<file path="src/sv/id3_pkg.sv">
// ----------------------------------------------------------------------------
// id3_pkg
// Shared types, register indexes and frame id constants of the ID3v2.3
// frame rewriter.
// ----------------------------------------------------------------------------
package id3_pkg;

  // size of the replacement text store
  localparam int MAX_TEXT_DEF = 63;

  // configuration port
  localparam int CFG_INDEX_W = 1;
  localparam int CFG_DATA_W  = 6;
  localparam logic [CFG_INDEX_W-1:0] CFG_FRAME_SELECT = 1'd0;
  localparam logic [CFG_INDEX_W-1:0] CFG_TEXT_LENGTH  = 1'd1;

  // request operations
  localparam logic OP_LOAD_TEXT = 1'b0;
  localparam logic OP_SOURCE    = 1'b1;

  // supported frame ids, in selector order
  localparam logic [2:0] NUM_FRAME_IDS = 3'd6;
  localparam logic [31:0] ID_TIT2 = "TIT2";
  localparam logic [31:0] ID_TPE1 = "TPE1";
  localparam logic [31:0] ID_TALB = "TALB";
  localparam logic [31:0] ID_TYER = "TYER";
  localparam logic [31:0] ID_TCON = "TCON";
  localparam logic [31:0] ID_COMM = "COMM";

  // commands from the controller to the datapath
  typedef struct packed {
    logic load_text;   // accepted request writes the text store
    logic src_step;    // accepted request is a source byte
    logic word_emit;   // move the next byte of the emit word to the output
    logic text_run;    // stream the replacement text to the output
  } dp_cmd_t;

  // status from the datapath to the controller
  typedef struct packed {
    logic src_has_out; // the presented source byte causes results
    logic word_last;   // one byte left in the emit word
    logic text_pend;   // replacement text follows the emit word
    logic out_free;    // output register can take a byte
    logic text_done;   // last text byte moves to the output now
  } dp_status_t;

  // one byte of a frame id, msb first
  function automatic logic [7:0] frame_id_byte(logic [2:0] sel, logic [1:0] pos);
    logic [31:0] id;
    case (sel)
      3'd0:    id = ID_TIT2;
      3'd1:    id = ID_TPE1;
      3'd2:    id = ID_TALB;
      3'd3:    id = ID_TYER;
      3'd4:    id = ID_TCON;
      3'd5:    id = ID_COMM;
      default: id = '0;
    endcase
    case (pos)
      2'd0:    frame_id_byte = id[31:24];
      2'd1:    frame_id_byte = id[23:16];
      2'd2:    frame_id_byte = id[15:8];
      default: frame_id_byte = id[7:0];
    endcase
  endfunction

endpackage

</file>
<file path="src/sv/id3v2_frame_rewriter.sv">
// ----------------------------------------------------------------------------
// id3v2_frame_rewriter
// Rewrites one selected ID3v2.3 frame in a byte stream: new size, encoding
// byte and stored replacement text; all other bytes pass unchanged.
// ----------------------------------------------------------------------------
// Results: the emit word of a source byte is registered when the request is
//   accepted, and its bytes then enter the output register as it frees; text
//   loads give no result. A new request is taken only after the last result
//   of the previous one; the replacement text streams one byte per cycle while
//   the output register is free, after the first text store read.
// Reset: synchronous, clears parser, shifter and text stream state and output
//   valid, sets the configuration defaults; text store keeps its contents.
module id3v2_frame_rewriter #(
  parameter int MAX_TEXT = id3_pkg::MAX_TEXT_DEF
) (
  input  logic                           clk,
  input  logic                           rst,
  input  logic                           cfg_write,
  input  logic [id3_pkg::CFG_INDEX_W-1:0] cfg_index,
  input  logic [id3_pkg::CFG_DATA_W-1:0]  cfg_data,
  input  logic                           in_valid,
  output logic                           in_ready,
  input  logic                           op,
  input  logic [7:0]                     data_byte,
  input  logic [5:0]                     text_index,
  input  logic                           end_of_file,
  output logic                           out_valid,
  input  logic                           out_ready,
  output logic [7:0]                     out_byte,
  output logic                           run_last
);
  import id3_pkg::*;

  dp_cmd_t    cmd;
  dp_status_t status;

  // controller
  id3_ctrl u_ctrl (
    .clk      (clk),
    .rst      (rst),
    .in_valid (in_valid),
    .op       (op),
    .in_ready (in_ready),
    .cmd      (cmd),
    .status   (status)
  );

  // datapath
  id3_dp #(
    .MAX_TEXT (MAX_TEXT)
  ) u_dp (
    .clk         (clk),
    .rst         (rst),
    .cfg_write   (cfg_write),
    .cfg_index   (cfg_index),
    .cfg_data    (cfg_data),
    .data_byte   (data_byte),
    .text_index  (text_index),
    .end_of_file (end_of_file),
    .cmd         (cmd),
    .status      (status),
    .out_valid   (out_valid),
    .out_ready   (out_ready),
    .out_byte    (out_byte),
    .run_last    (run_last)
  );

endmodule

</file>
<file path="src/sv/id3_ram.sv">
// ----------------------------------------------------------------------------
// id3_ram
// Generic single write port, single read port RAM with registered read data.
// ----------------------------------------------------------------------------
module id3_ram #(
  parameter int WIDTH = 8,
  parameter int DEPTH = 63,
  parameter int AW    = (DEPTH > 1) ? $clog2(DEPTH) : 1
) (
  input  logic             clk,
  input  logic             we,
  input  logic [AW-1:0]    waddr,
  input  logic [WIDTH-1:0] wdata,
  input  logic             re,
  input  logic [AW-1:0]    raddr,
  output logic [WIDTH-1:0] rdata
);

  logic [WIDTH-1:0] mem [DEPTH];

  // write port
  always_ff @(posedge clk) begin
    if (we) begin
      mem[waddr] <= wdata;
    end
  end

  // registered read, held between reads
  always_ff @(posedge clk) begin
    if (re) begin
      rdata <= mem[raddr];
    end
  end

endmodule

</file>
<file path="src/sv/id3_ctrl.sv">
// ----------------------------------------------------------------------------
// id3_ctrl
// Controller: accepts requests and sequences the result bursts of the
// datapath (emit word bytes, then optional replacement text).
// ----------------------------------------------------------------------------
module id3_ctrl (
  input  logic               clk,
  input  logic               rst,
  input  logic               in_valid,
  input  logic               op,
  output logic               in_ready,
  output id3_pkg::dp_cmd_t   cmd,
  input  id3_pkg::dp_status_t status
);
  import id3_pkg::*;

  localparam logic [1:0] S_IDLE = 2'd0;
  localparam logic [1:0] S_WORD = 2'd1;
  localparam logic [1:0] S_TEXT = 2'd2;

  logic [1:0] state;
  logic [1:0] state_next;

  // next state and commands
  always_comb begin
    cmd        = '0;
    state_next = state;
    case (state)
      S_IDLE: begin
        if (in_valid) begin
          if (op == OP_LOAD_TEXT) begin
            cmd.load_text = 1'b1;
          end else begin
            cmd.src_step = 1'b1;
            if (status.src_has_out) begin
              state_next = S_WORD;
            end
          end
        end
      end
      S_WORD: begin
        if (status.out_free) begin
          cmd.word_emit = 1'b1;
          if (status.word_last) begin
            state_next = status.text_pend ? S_TEXT : S_IDLE;
          end
        end
      end
      S_TEXT: begin
        cmd.text_run = 1'b1;
        if (status.text_done) begin
          state_next = S_IDLE;
        end
      end
      default: begin
        state_next = S_IDLE;
      end
    endcase
  end

  assign in_ready = (state == S_IDLE);

  // state register
  always_ff @(posedge clk) begin
    if (rst) begin
      state <= S_IDLE;
    end else begin
      state <= state_next;
    end
  end

endmodule

</file>
<file path="src/sv/id3_dp.sv">
// ----------------------------------------------------------------------------
// id3_dp
// Datapath: configuration registers, tag and frame parser state, emit word
// shifter, replacement text store with its read pointer, output register.
// ----------------------------------------------------------------------------
module id3_dp #(
  parameter int MAX_TEXT = id3_pkg::MAX_TEXT_DEF
) (
  input  logic                           clk,
  input  logic                           rst,
  input  logic                           cfg_write,
  input  logic [id3_pkg::CFG_INDEX_W-1:0] cfg_index,
  input  logic [id3_pkg::CFG_DATA_W-1:0]  cfg_data,
  input  logic [7:0]                     data_byte,
  input  logic [5:0]                     text_index,
  input  logic                           end_of_file,
  input  id3_pkg::dp_cmd_t               cmd,
  output id3_pkg::dp_status_t            status,
  output logic                           out_valid,
  input  logic                           out_ready,
  output logic [7:0]                     out_byte,
  output logic                           run_last
);
  import id3_pkg::*;

  localparam int AW = (MAX_TEXT > 1) ? $clog2(MAX_TEXT) : 1;
  localparam logic [5:0] MAX_TEXT_V = 6'(MAX_TEXT);

  localparam logic [2:0] PH_HEADER  = 3'd0;
  localparam logic [2:0] PH_ID      = 3'd1;
  localparam logic [2:0] PH_SIZE    = 3'd2;
  localparam logic [2:0] PH_FLAGS   = 3'd3;
  localparam logic [2:0] PH_PAYLOAD = 3'd4;
  localparam logic [2:0] PH_COPY    = 3'd5;

  // configuration
  logic [2:0]  frame_select;
  logic [5:0]  text_length;
  logic [5:0]  tl;

  // parser state
  logic [2:0]  phase;
  logic [31:0] offset;
  logic [28:0] tag_end;
  logic [28:0] fcount;
  logic [31:0] size_buf;
  logic        id_match;

  logic [2:0]  phase_next;
  logic [31:0] offset_next;
  logic [28:0] tag_end_next;
  logic [28:0] fcount_next;
  logic [31:0] size_buf_next;
  logic        id_match_next;

  // burst to emit for the presented byte
  logic [31:0] emit_word;
  logic [2:0]  emit_cnt;
  logic        emit_text;

  // emit word shifter
  logic [31:0] word;
  logic [2:0]  wcnt;
  logic        text_pend;

  // text streaming
  logic [5:0]  rd_ptr;
  logic [5:0]  left;
  logic        dvalid;
  logic        rd_en;
  logic        take;
  logic [7:0]  rd_data;
  logic        ram_we;

  // helper terms
  logic [28:0] fcount_inc;
  logic [31:0] size_shift;
  logic [31:0] hdr_acc;
  logic        off_past;
  logic        sel_ok;
  logic        out_free;

  assign tl = (text_length > MAX_TEXT_V) ? MAX_TEXT_V : text_length;

  // configuration writes
  always_ff @(posedge clk) begin
    if (rst) begin
      frame_select <= 3'd0;
      text_length  <= 6'd1;
    end else if (cfg_write) begin
      case (cfg_index)
        CFG_FRAME_SELECT: frame_select <= cfg_data[2:0];
        CFG_TEXT_LENGTH:  text_length  <= cfg_data;
        default: begin
        end
      endcase
    end
  end

  assign fcount_inc = fcount + 29'd1;
  assign size_shift = {size_buf[23:0], data_byte};
  assign hdr_acc    = ((offset == 32'd6) ? 32'd0 : (size_buf << 7)) |
                      {25'd0, data_byte[6:0]};
  assign off_past   = (offset >= {3'd0, tag_end});
  assign sel_ok     = (frame_select < NUM_FRAME_IDS);

  // parser step for one source byte
  always_comb begin
    phase_next    = phase;
    offset_next   = offset + 32'd1;
    tag_end_next  = tag_end;
    fcount_next   = fcount;
    size_buf_next = size_buf;
    id_match_next = id_match;
    emit_word     = {data_byte, 24'd0};
    emit_cnt      = 3'd1;
    emit_text     = 1'b0;
    case (phase)
      PH_HEADER: begin
        if (offset >= 32'd6 && offset <= 32'd9) begin
          size_buf_next = hdr_acc;
        end
        if (offset == 32'd9) begin
          tag_end_next = {1'b0, hdr_acc[27:0]} + 29'd10;
          phase_next   = PH_ID;
          fcount_next  = '0;
        end
      end
      PH_ID: begin
        if (fcount == '0 && (off_past || data_byte == 8'h00)) begin
          // tag end or zero padding: copy the rest
          phase_next = PH_COPY;
        end else begin
          id_match_next = (fcount == '0 || id_match) && sel_ok &&
                          (frame_id_byte(frame_select, fcount[1:0]) == data_byte);
          fcount_next   = fcount_inc;
          if (fcount_inc == 29'd4) begin
            phase_next    = PH_SIZE;
            fcount_next   = '0;
            size_buf_next = '0;
          end
        end
      end
      PH_SIZE: begin
        size_buf_next = size_shift;
        fcount_next   = fcount_inc;
        emit_cnt      = 3'd0;
        if (fcount_inc == 29'd4) begin
          fcount_next = '0;
          emit_cnt    = 3'd4;
          if (size_shift == 32'd0 || size_shift > {3'd0, tag_end}) begin
            // bad frame size: pass it and copy the rest
            phase_next = PH_COPY;
            emit_word  = size_shift;
          end else begin
            phase_next = PH_FLAGS;
            emit_word  = id_match ? {24'd0, 8'({2'd0, tl}) + 8'd1} : size_shift;
          end
        end
      end
      PH_FLAGS: begin
        fcount_next = fcount_inc;
        if (fcount_inc == 29'd2) begin
          phase_next  = PH_PAYLOAD;
          fcount_next = '0;
        end
      end
      PH_PAYLOAD: begin
        if (id_match) begin
          if (fcount == '0) begin
            // encoding byte, then the stored text
            emit_word = 32'd0;
            emit_text = (tl != 6'd0);
          end else begin
            emit_cnt = 3'd0;
          end
        end
        fcount_next = fcount_inc;
        if ({3'd0, fcount_inc} >= size_buf) begin
          phase_next  = PH_ID;
          fcount_next = '0;
        end
      end
      default: begin
      end
    endcase

    // end of file: release held size bytes, then restart parsing
    if (end_of_file) begin
      if (phase_next == PH_SIZE && fcount_next != '0) begin
        emit_cnt = fcount_next[2:0];
        case (fcount_next[1:0])
          2'd1:    emit_word = {size_buf_next[7:0], 24'd0};
          2'd2:    emit_word = {size_buf_next[15:0], 16'd0};
          default: emit_word = {size_buf_next[23:0], 8'd0};
        endcase
      end
      phase_next    = PH_HEADER;
      offset_next   = '0;
      tag_end_next  = '0;
      fcount_next   = '0;
      size_buf_next = '0;
      id_match_next = 1'b0;
    end
  end

  // parser registers
  always_ff @(posedge clk) begin
    if (rst) begin
      phase    <= PH_HEADER;
      offset   <= '0;
      tag_end  <= '0;
      fcount   <= '0;
      size_buf <= '0;
      id_match <= 1'b0;
    end else if (cmd.src_step) begin
      phase    <= phase_next;
      offset   <= offset_next;
      tag_end  <= tag_end_next;
      fcount   <= fcount_next;
      size_buf <= size_buf_next;
      id_match <= id_match_next;
    end
  end

  // emit word shifter
  always_ff @(posedge clk) begin
    if (rst) begin
      wcnt      <= 3'd0;
      text_pend <= 1'b0;
    end else if (cmd.src_step) begin
      wcnt      <= emit_cnt;
      text_pend <= emit_text;
    end else if (cmd.word_emit) begin
      wcnt <= wcnt - 3'd1;
    end
  end

  always_ff @(posedge clk) begin
    if (cmd.src_step) begin
      word <= emit_word;
    end else if (cmd.word_emit) begin
      word <= {word[23:0], 8'd0};
    end
  end

  // text store
  assign ram_we = cmd.load_text && (text_index < MAX_TEXT_V);

  id3_ram #(
    .WIDTH (8),
    .DEPTH (MAX_TEXT)
  ) u_text_ram (
    .clk   (clk),
    .we    (ram_we),
    .waddr (text_index[AW-1:0]),
    .wdata (data_byte),
    .re    (rd_en),
    .raddr (rd_ptr[AW-1:0]),
    .rdata (rd_data)
  );

  // text streaming: while text runs and text is left, a read is issued whenever the read register is free
  assign out_free = !out_valid || out_ready;
  assign take     = cmd.text_run && dvalid && out_free;
  assign rd_en    = cmd.text_run && (!dvalid || take) && (rd_ptr < tl);

  always_ff @(posedge clk) begin
    if (rst) begin
      dvalid <= 1'b0;
      rd_ptr <= '0;
      left   <= '0;
    end else if (cmd.src_step) begin
      dvalid <= 1'b0;
      rd_ptr <= '0;
      left   <= tl;
    end else begin
      if (rd_en) begin
        dvalid <= 1'b1;
        rd_ptr <= rd_ptr + 6'd1;
      end else if (take) begin
        dvalid <= 1'b0;
      end
      if (take) begin
        left <= left - 6'd1;
      end
    end
  end

  // output register
  always_ff @(posedge clk) begin
    if (rst) begin
      out_valid <= 1'b0;
    end else if (cmd.word_emit || take) begin
      out_valid <= 1'b1;
    end else if (out_ready) begin
      out_valid <= 1'b0;
    end
  end

  always_ff @(posedge clk) begin
    if (cmd.word_emit) begin
      out_byte <= word[31:24];
      run_last <= (wcnt == 3'd1) && !text_pend;
    end else if (take) begin
      out_byte <= rd_data;
      run_last <= (left == 6'd1);
    end
  end

  // status to the controller
  always_comb begin
    status             = '0;
    status.src_has_out = (emit_cnt != 3'd0);
    status.word_last   = (wcnt == 3'd1);
    status.text_pend   = text_pend;
    status.out_free    = out_free;
    status.text_done   = take && (left == 6'd1);
  end

endmodule

</file>
<file path="config.mk">
export PLATFORM = sky130hd
export DESIGN_NAME = id3v2_frame_rewriter
export DESIGN_NICKNAME = d
export VERILOG_FILES = /design/src/sv/id3_pkg.sv /design/src/sv/id3v2_frame_rewriter.sv /design/src/sv/id3_ram.sv /design/src/sv/id3_ctrl.sv /design/src/sv/id3_dp.sv
export SDC_FILE = /design/constraint.sdc
export NUM_CORES = 1
export LEC_CHECK = 0
export BUFFER_PORTS_ARGS = -buffer_cell sky130_fd_sc_hd__clkbuf_2
export CAP_MARGIN = 25
export CORE_MARGIN = 2
export CORE_UTILIZATION = 30
export CTS_CLUSTER_SIZE = 40
export DETAILED_ROUTE_END_ITERATION = 10
export GPL_ROUTABILITY_DRIVEN = 0
export HOLD_SLACK_MARGIN = 0.05
export SYNTH_ARGS = -nofsm -noshare
export SYNTH_HDL_FRONTEND = slang
export SYNTH_HIERARCHICAL = 1
export SYNTH_SLANG_ARGS = --single-unit
</file>
<file path="constraint.sdc">
create_clock -name clk -period 7.7 [get_ports clk]
set_clock_uncertainty 0.2 [all_clocks]
set_input_delay 0.385 -clock clk [delete_from_list [all_inputs] [get_ports clk]]
set_output_delay 0.385 -clock clk [all_outputs]
set_load 0.02 [all_outputs]
</file>
Word level (Yosys, flattened, before mapping)
Memories as Yosys holds them, arrays and structs flattened. A register that Yosys moved wholly into a read port is not among the register bits.
Cells that the tools add are included.
{"block": "totals", "regBits": 196, "latchBits": 0, "mem_bits_rw": 504, "mem_bits_ro": 0, "inputBits": 28, "output_inout_bits": 11, "word_cells": 201, "n_memories": 1}
{"name": "u_dp.u_text_ram.mem", "depth": 63, "word_bits": 8, "rd": 1, "rd_ports_with_merged_regs": 1, "write_ports": 1, "line_no": "id3_ram.sv:19", "source": "logic [WIDTH-1:0] mem [DEPTH];"}
{"block": "op_classes", "addsub": 7, "n_mul": 0, "n_div": 0, "order_cmp": 9, "eq_ne": 33, "shift": 0, "mux": 83, "n_bitwise": 2, "n_reduce_logical": 47}
{"op": "2-to-1 mux 32 bit", "count": 15}
{"op": "2-to-1 mux 29 bit", "count": 9}
{"op": "one-hot mux 31 bit (6 select lines)", "count": 1}
{"op": "one-hot mux 29 bit (5 select lines)", "count": 1}
{"op": "one-hot mux 32 bit (2 select lines)", "count": 2}
{"op": "one-hot mux 32 bit (3 select lines)", "count": 1}
{"op": "2-to-1 mux 3 bit", "count": 14}
{"op": "adder 32 x 1 -> 32 bit, second input constant", "count": 1}
{"op": "== test 32 x 3 -> 1 bit, second input constant", "count": 1}
{"op": "== test 32 x 4 -> 1 bit, second input constant", "count": 1}
{"op": ">= comparator 29 x 32 -> 1 bit", "count": 1}
{"op": ">= comparator 32 x 29 -> 1 bit", "count": 1}
{"op": ">= comparator 32 x 3 -> 1 bit, second input constant", "count": 1}
{"op": "greater-than comparator 32 x 29 -> 1 bit", "count": 1}
{"op": "less-or-equal comparator 32 x 4 -> 1 bit, second input constant", "count": 1}
{"op": "zero test 32 bit", "count": 1}
{"op": "2-to-1 mux 8 bit", "count": 4}
{"op": "OR 32 x 7 -> 32 bit", "count": 1}
{"op": "adder 28 x 4 -> 29 bit, second input constant", "count": 1}
{"op": "adder 29 x 1 -> 29 bit, second input constant", "count": 1}
{"op": "== test 29 x 2 -> 1 bit, second input constant", "count": 1}
{"op": "== test 29 x 3 -> 1 bit, second input constant", "count": 1}
{"op": "zero test 29 bit", "count": 1}
{"op": "nonzero test 29 bit", "count": 1}
{"op": "42 further kinds", "count": 118}

Logic depth before layout (Yosys ltp)
Gate-level depths: netlist of the first run.
{"block": "depth", "ltp_word": 14, "mapped_depth": 29, "mapped_depth_nobuf": 25}

Modules after synthesis
The synthesis of the first run kept the hierarchy.
{"mod": "id3_ram", "instances": 1, "cells_each": 959, "area_per_inst_um2": 19945.4, "seq_area_each_um2": 15374.7}
{"mod": "id3_dp", "instances": 1, "cells_each": 1720, "area_per_inst_um2": 13782.0, "seq_area_each_um2": 4294.1}
{"mod": "id3_ctrl", "instances": 1, "cells_each": 14, "area_per_inst_um2": 133.9, "seq_area_each_um2": 40.0}

Worst setup path before layout of the first run
Ideal clock, no wire load.
{"block": "synth_path", "path_type": "register -> register", "start": "register u_dp.fcount[0]", "end": "register u_ctrl.state[0]", "setup_ps": 79, "arrival_ps": 5533, "path_slack_ps": 1888, "path_stages_with_launch": 28, "synth_period_minus_slack_ps": 5812, "path_cell_list": "dfxtp_1 -> ha_1 -> nand3_4 -> or4_4 -> o21a_1 -> or2_2 -> ha_1 -> nand2_1 -> o21ai_0 -> a211o_1 -> a32o_1 -> a211oi_1 -> nand3_1 -> nand2_1 -> and2_1 -> clkbuf_1 -> a22o_1 -> inv_1 -> ha_1 -> o21ai_0 -> a311o_1 -> and4b_1 -> buf_6 -> buf_6 -> nor3_1 -> o21ai_1 -> nand4b_1 -> a211oi_2"}
{"element": "from (decl)", "line_no": "id3_dp.sv:45", "source": "logic [28:0] fcount;"}
{"element": "from (signal assigned)", "line_no": "id3_dp.sv:220", "source": "fcount <= fcount_next;"}
{"element": "to (signal assigned)", "line_no": "id3_ctrl.sv:68", "source": "state <= state_next;"}
{"element": "to (decl)", "line_no": "id3_ctrl.sv:21", "source": "logic [1:0] state;"}

==> results of run 1 <==
[critical path, cell delays in order (launching register included)]
cell and delay, ns:
dfxtp_1 0.59, nand4_4 0.21, or4_1 0.74, or3_1 0.50, nor2_1 0.16, xor2_1 0.22, ha_1 0.28, a21oi_1 0.15
o21ai_0 0.10, a21oi_1 0.15, nor2_1 0.07, a211oi_2 0.33, nand3_1 0.21, nand2_1 0.26, and2_2 0.40, a22o_1 0.28
inv_1 0.11, ha_1 0.20, o21ai_0 0.07, a311o_1 0.17, and4b_1 0.19, buf_4 0.29, nor3_1 0.09, o21ai_1 0.17
nand4b_1 0.11, dlygate4sd3_1 0.57, a211oi_2 0.20
[report_power, final]
part | switching [mW] | internal, mW | total, mW
Sequential | 0.0201 | 4.15 | 4.17
Clock | 1.55 | 2.17 | 3.71
Combinational | 0.192 | 0.0711 | 0.264
[sequential cells by signal, indices dropped and copies added, names as in the netlist, 6 cells and up]
| name | count |
|---|---|
| u_dp/rd_ptr | 6 |
| u_dp/tag_end | 29 |
| u_dp/u_text_ram/rdata | 8 |
| u_dp/size_buf | 32 |
| u_dp/offset | 32 |
| u_dp/word | 32 |
| u_dp/left | 6 |
| u_dp/u_text_ram/mem | 504 |
| u_dp/text_length | 6 |
| u_dp/out_byte | 8 |
| u_dp/fcount | 29 |
[cell type report]
class | count | area share
Sequential cell | 708 | 0.514
Multi-Input combinational cell | 1701 | 0.340
Clock buffer | 96 | 0.0515
Tap cell | 1500 | 0.0490
Timing Repair Buffer | 116 | 0.0220
Clock inverter | 35 | 0.0136
Inverter | 100 | 0.00979
Antenna cell | 1 | 0.0000653
[cells in the mapped netlist, drive strengths merged (31+ instances only)]
cell	instances
edfxtp	553
nor2	238
nand2	186
dfxtp	155
clkbuf	129
ha	116
mux4	115
a21oi	109
inv	100
o21ai	89
nand3	81
nor3	79
a22oi	67
xnor2	59
buf	55
xor2	49
nand4	45
mux2i	41
nor4	33
and3	32
nor2b	31
[cell usage in the layout, fill, tap and decap left out, types with 48 or more instances in the layout]
cell	n
a22oi_1	67
ha_1	116
clkbuf_16	75
a21oi_1	108
nand3_1	79
xor2_1	48
edfxtp_1	553
nor2_1	238
buf_4	53
mux4_2	115
o21ai_0	83
inv_1	100
xnor2_1	59
nor3_1	75
dfxtp_1	151
nand2_1	186
[how the worst min path moves through the flow]
stage,from,endpoint,depth (start not counted)
floorplan,u_dp/size_buf[31],u_dp/size_buf[31],2
global placement,u_dp/size_buf[31],u_dp/size_buf[31],2
detailed placement,u_dp/tag_end[28],u_dp/tag_end[28],2
CTS,data_byte[3],u_dp/u_text_ram/mem[3][3],2
global route,data_byte[3],u_dp/u_text_ram/mem[3][3],2
finish,data_byte[3],u_dp/u_text_ram/mem[3][3],2
[cell families after synthesis]
logic type,after synthesis,synth area share
buffers and inverters,284,0.0348
muxes,174,0.0946
and+or+nand+nor,811,0.119
DFF,708,0.582
adders and majority gates,117,0.0432
xor gates and xnor gates,108,0.0279
AOI/OAI and AO/OA,491,0.0981
[routing by layer]
metal  wire length (um)  global-route usage
met2              41900               0.244
met1              41200               0.224
met3               7680              0.0336
met5                  0                   0
met4               2490              0.0456
[timing repair]
item                                    CTS  global route
gates resized for setup                   0             4
endpoints found under the setup margin    0             4
endpoints found under the hold margin    21             0
hold buffers                             22             0
==> results.toml, run 1 <==
[critical_path]
startpoint_type = "register"
crit_arrival_ns = 7.46
worstSetupEndpointType = "register"
startpoint = "u_dp/fcount[3]"
r2r_slack_ns = 0.58
reg2reg_from = "u_dp/fcount[3]"
critPathRequiredTime_ns = 8.04
setup.worst_path.end = "u_ctrl/state[0]"
reg2reg_depth = 26
crit_fanout = 24
critPathKind = "register to register"
reg2reg_to = "u_ctrl/state[0]"

[yosys]
yosysWarnings = 6
synth_area_per_cell_sq_um = 12.6
synth_cell_types = 92
synthCells = 2693
synth_async_sr_flop_share = 0
yosys-top-cells-area = "edfxtp_1 (49%), dfxtp_1 (9.2%), mux4_2 (7.6%)"
synth_top_flop_cell = "edfxtp_1"
synth-edff-count = 553
synth_nets = 2837
ys_ff_latch = 708
netlist.area_leader.share = 0.490
ys_seq_area_frac = 0.582
yosys.area.top_type = "edfxtp_1"
netlist_area_sq_mm = 0.0339

[timing]
tightest_slew_ns = 1.07
rsz0062_at_grt = "false"
fin_ws_ns = 0.577
hold_viol_final = 0
fin_crit_sh = 0.925
drv_slew = 0
worst_hold_slack_ns = 0.0835
finalSetupViolations = 0
final.setup.tns_ns = 0
clock.fmax_mhz = 140
layout_min_cycle_time_ns = 7.12
relSlewSlack = 0.283

[clock_network]
ctsRootBufferMaster = "clkbuf_16"
cts.htree.levels = 3
clockBufferDepth = 3
cts_inserted_buffers = 73
clkTransAtPathRegs_ns = 0.06
cts_tree = "built"
post-cts-setup-buffers = 0
cts.sink_count = 708
clock_latency_ns = 0.64

[hold_path]
hold_path.class = "input pin to register"

[routing]
postRouteAntennaNets = 0
wl_per_cell_um = 21.9
post_drt_via_cell_ratio = 5.37
drt_iter0_markers = 2258
vias = 22900
first_pass_iters = 6
routed_wl_um = 93300
drc_errors = 0

[finish]
nFillCells = 10900
drive_gt1_frac = 0.136
final_cell_area_sq_mm = 0.0383
syn_to_final_growth_pct = 13.2
regArea_sq_mm = 0.0197
nets = 2844
multi_input_area_sq_mm = 0.0130
post-route-util = 0.342
instances_no_fill = 4257

[placement]
io_buffers = 38
dp_cells = 4099
place_ws_ns = 0.653
post_dp_cell_area_sq_mm = 0.0356
hpwl_um = 61900

[power_and_ir_drop]
power.density_mw_per_mm2 = 213
power.total_mw = 8.15
ir_worst_vdd_mv = 0.164
power.leakage_nw = 12.5

[global_routing]
grt_max_degree = 69
grt_pass1_wl_um = 141000
grt_usage = 0.158
grt_pass1_vias = 22200
antenna_found_initial = 3
grt_overflow = 0

[die]
num_io_pins = 39
num_rows = 123
core_sq_mm = 0.112
dieArea_sq_mm = 0.116
fp.dieW_um = 340
initial_core_util = 0.302
die_h_um = 340

[flow_run]
drv_cap = 0

[status]
status = "finished, final reports clean"
Note: power is estimated with default switching activity, not from simulation.
==> inputs of run 2 (changes only) <==
- ABC_AREA: not set -> 1
- HOLD_SLACK_MARGIN: 0.05 -> 0.1
==> run 2 against run 1 <==
  * Sequential cell count did not move
  * Critical endpoint unchanged
  * Highest routed layer is now met5
  * Register-to-register slack gained 0.43 ns
  * Largest cell class unchanged
  * Core utilization down 0.40 points
  * Worst setup slack gained 0.43 ns
  * Sequential share of layout area down 3.3 points
  * Via count grew 33%
==> results.toml, run 2 <==
[die]
initial_core_util = 0.301
core_sq_mm = 0.121
num_rows = 128
dieArea_sq_mm = 0.125
fp.dieW_um = 353
num_io_pins = 39
die_h_um = 353

[clock_network]
cts.sink_count = 708
cts.htree.levels = 3
cts_tree = "built"
cts_inserted_buffers = 75
clkTransAtPathRegs_ns = 0.07
clockBufferDepth = 3
clock_latency_ns = 0.65
ctsRootBufferMaster = "clkbuf_16"
cts_resized = 0

[placement]
hpwl_um = 73000
place_ws_ns = 1.85
post_dp_cell_area_sq_mm = 0.0383
io_buffers = 38

[critical_path]
reg2reg_depth = 34
reg2reg_to = "u_ctrl/state[0]"
worstSetupEndpointType = "register"
crit_slowest_cell = "dlygate4sd3_1"
crit_top_cell = "nand2_1"
startpoint_type = "register"
critPathKind = "register to register"
critPathRequiredTime_ns = 8.05
reg2reg_from = "u_dp/fcount[0]"
crit_arrival_ns = 7.04
crit_fanout = 27
r2r_slack_ns = 1.00
critPathMaxStageDelay_ns = 0.57

[yosys]
yosys-top-cells-area = "edfxtp_1 (45%), nand2_1 (12%), dfxtp_1 (8.5%)"
synth_commonest_cells = "nand2_1 (1,184), nand3_1 (575), edfxtp_1 (553)"
synth-edff-count = 553
ys_ff_latch = 708
synth_nets = 4392
synth_async_sr_flop_share = 0
ys_seq_area_frac = 0.539
yosysMostFrequentCell = "nand2_1"
yosys.area.top_type = "edfxtp_1"
yosysWarnings = 6
synth_area_per_cell_sq_um = 8.61
synth_cell_types = 55
synth_top_flop_cell = "edfxtp_1"
netlist_area_sq_mm = 0.0366
synthCells = 4248
netlist.area_leader.share = 0.454

[hold_path]
holdPathEnd = "u_dp/u_text_ram/mem[32][1]"
hold_start = "text_index[1]"
hold_path.class = "input pin to register"
worstHoldPathCells = 3

[status]
status = "finished, final reports clean"

[timing]
finalSetupViolations = 0
fin_crit_sh = 0.870
layout_min_cycle_time_ns = 6.70
final.setup.tns_ns = 0
tightest_slew_ns = 1.05
rsz0062_at_grt = "false"
hold_viol_final = 0
clock.fmax_mhz = 149
drv_slew = 0
relSlewSlack = 0.297
fin_ws_ns = 1.00

[routing]
dr_wl_met2_um = 51600
vias = 30500
postRouteAntennaNets = 0
drt_iter0_markers = 3350
top_layer = "met5"
post_drt_via_cell_ratio = 5.14
routed_wl_um = 111000
dr_wl_met3_um = 8240
wl_met1_um = 47300
first_pass_iters = 6
wl_per_cell_um = 18.7
drc_errors = 0

[finish]
nets = 4388
final_common_cell = "nand2_1"
syn_to_final_growth_pct = 12.0
final_cell_area_sq_mm = 0.0410
nFillCells = 12500
top_register = "u_dp/u_text_ram/mem"
largest_reg_flops = 504
final_cell_mix = "nand2_1 (1,183), nand3_1 (575), edfxtp_1 (553), nor2_1 (414), inv_1 (319)"
antennaDiodeCount = 0
drive_gt1_frac = 0.0604

[global_routing]
grt_overflow = 0
grt_pass1_wl_um = 169000
grt_pass1_vias = 28100
grt_usage = 0.172
grt_max_degree = 150
antenna_found_initial = 1

[power_and_ir_drop]
power.leakage_nw = 15.2
power.density_mw_per_mm2 = 201
ir_worst_vdd_mv = 0.164
power.total_mw = 8.24

[flow_run]
drv_cap = 0
run 2: changes by cell type after synthesis, moves of 31 or more:
cell      previous run  this run
mux4_2             115         0
nand4_1             40        78
a21oi_1            109       148
nand2_1            186      1184
a22oi_1             67         9
o21ai_0             84       150
nor2_1             238       417
nor2b_1             31         0
clkbuf_1           128        81
nand3_1             79       575
inv_1              100       319
mux2i_1             41         0
xnor2_1             59         2
o22ai_1             12        60
run 2: cells by family after synthesis:
logic type | Yosys count | synth area share
compound gates | 460 | 0.0712
xor+xnor | 30 | 0.00718
fa+ha+maj | 116 | 0.0397
buf+inv | 532 | 0.0608
flops | 708 | 0.539
simple gates | 2402 | 0.283
run 2: repair_timing:
| item | in CTS | in global routing |
|---|---|---|
| setup buffers | 0 | 0 |
| hold buffers | 23 | 0 |
| setup endpoints to repair | 0 | 0 |
| hold endpoints to repair | 103 | 0 |
run 2: how the worst max path moves through the flow:
stage / from / to / slack, ns / depth (start not counted)
after floorplan: u_dp/fcount[0] / u_ctrl/state[0] / 3.43 / 34
after global placement: u_dp/fcount[0] / u_ctrl/state[0] / 1.99 / 33
after detailed placement: u_dp/fcount[0] / u_ctrl/state[0] / 1.85 / 33
after CTS: u_dp/fcount[0] / u_ctrl/state[0] / 1.29 / 34
after global routing: u_dp/fcount[0] / u_ctrl/state[0] / 0.55 / 32
final: u_dp/fcount[0] / u_ctrl/state[0] / 1.00 / 34
run 2: metrics by stage:
| stage | hold WS [ns] | std cells | util |
|---|---|---|---|
| 5_1_grt | 0.180 | 5929 | 0.338 |
| 6_report | 0.182 | 5929 | 0.338 |
| 3_5_place_dp | 0.257 | 5768 | 0.315 |
| 3_3_place_gp | 0.252 | 5768 | 0.315 |
| 4_1_cts | 0.141 | 5928 | 0.338 |
| 2_1_floorplan | 0.241 | 4248 | - |
run 2: routing by layer:
| metal | vias up | track usage |
|---|---|---|
| li1 | 14500 | - |
| met1 | 14500 | 0.235 |
| met2 | 1276 | 0.280 |
| met3 | 245 | 0.0256 |
| met4 | 2 | 0.0559 |
| met5 | - | 0 |
run 2: power by group:
| part | internal [mW] | switching [mW] |
|---|---|---|
| Clock | 2.04 | 1.58 |
| Combinational | 0.0987 | 0.315 |
| Sequential | 4.19 | 0.0237 |
run 2: worst max-delay path, delay by kind of cell, from the launching register on:
kind	cells	cell delay, ns
AOI/OAI and AO/OA	1	0.14
adders and majority gates	2	0.68
buffers and inverters	5	1.25
DFF	1	0.47
and+or+nand+nor	26	3.84
run 2: cell type report:
class | instances | area, sq um | area share
tap | 1625 | 2030 | 0.0496
multi-input combinational | 3008 | 14700 | 0.358
sequential | 708 | 19700 | 0.481
clock inverter | 45 | 499 | 0.0122
inverter | 340 | 1280 | 0.0313
clock buffer | 92 | 1950 | 0.0476
timing repair buffer | 111 | 826 | 0.0201
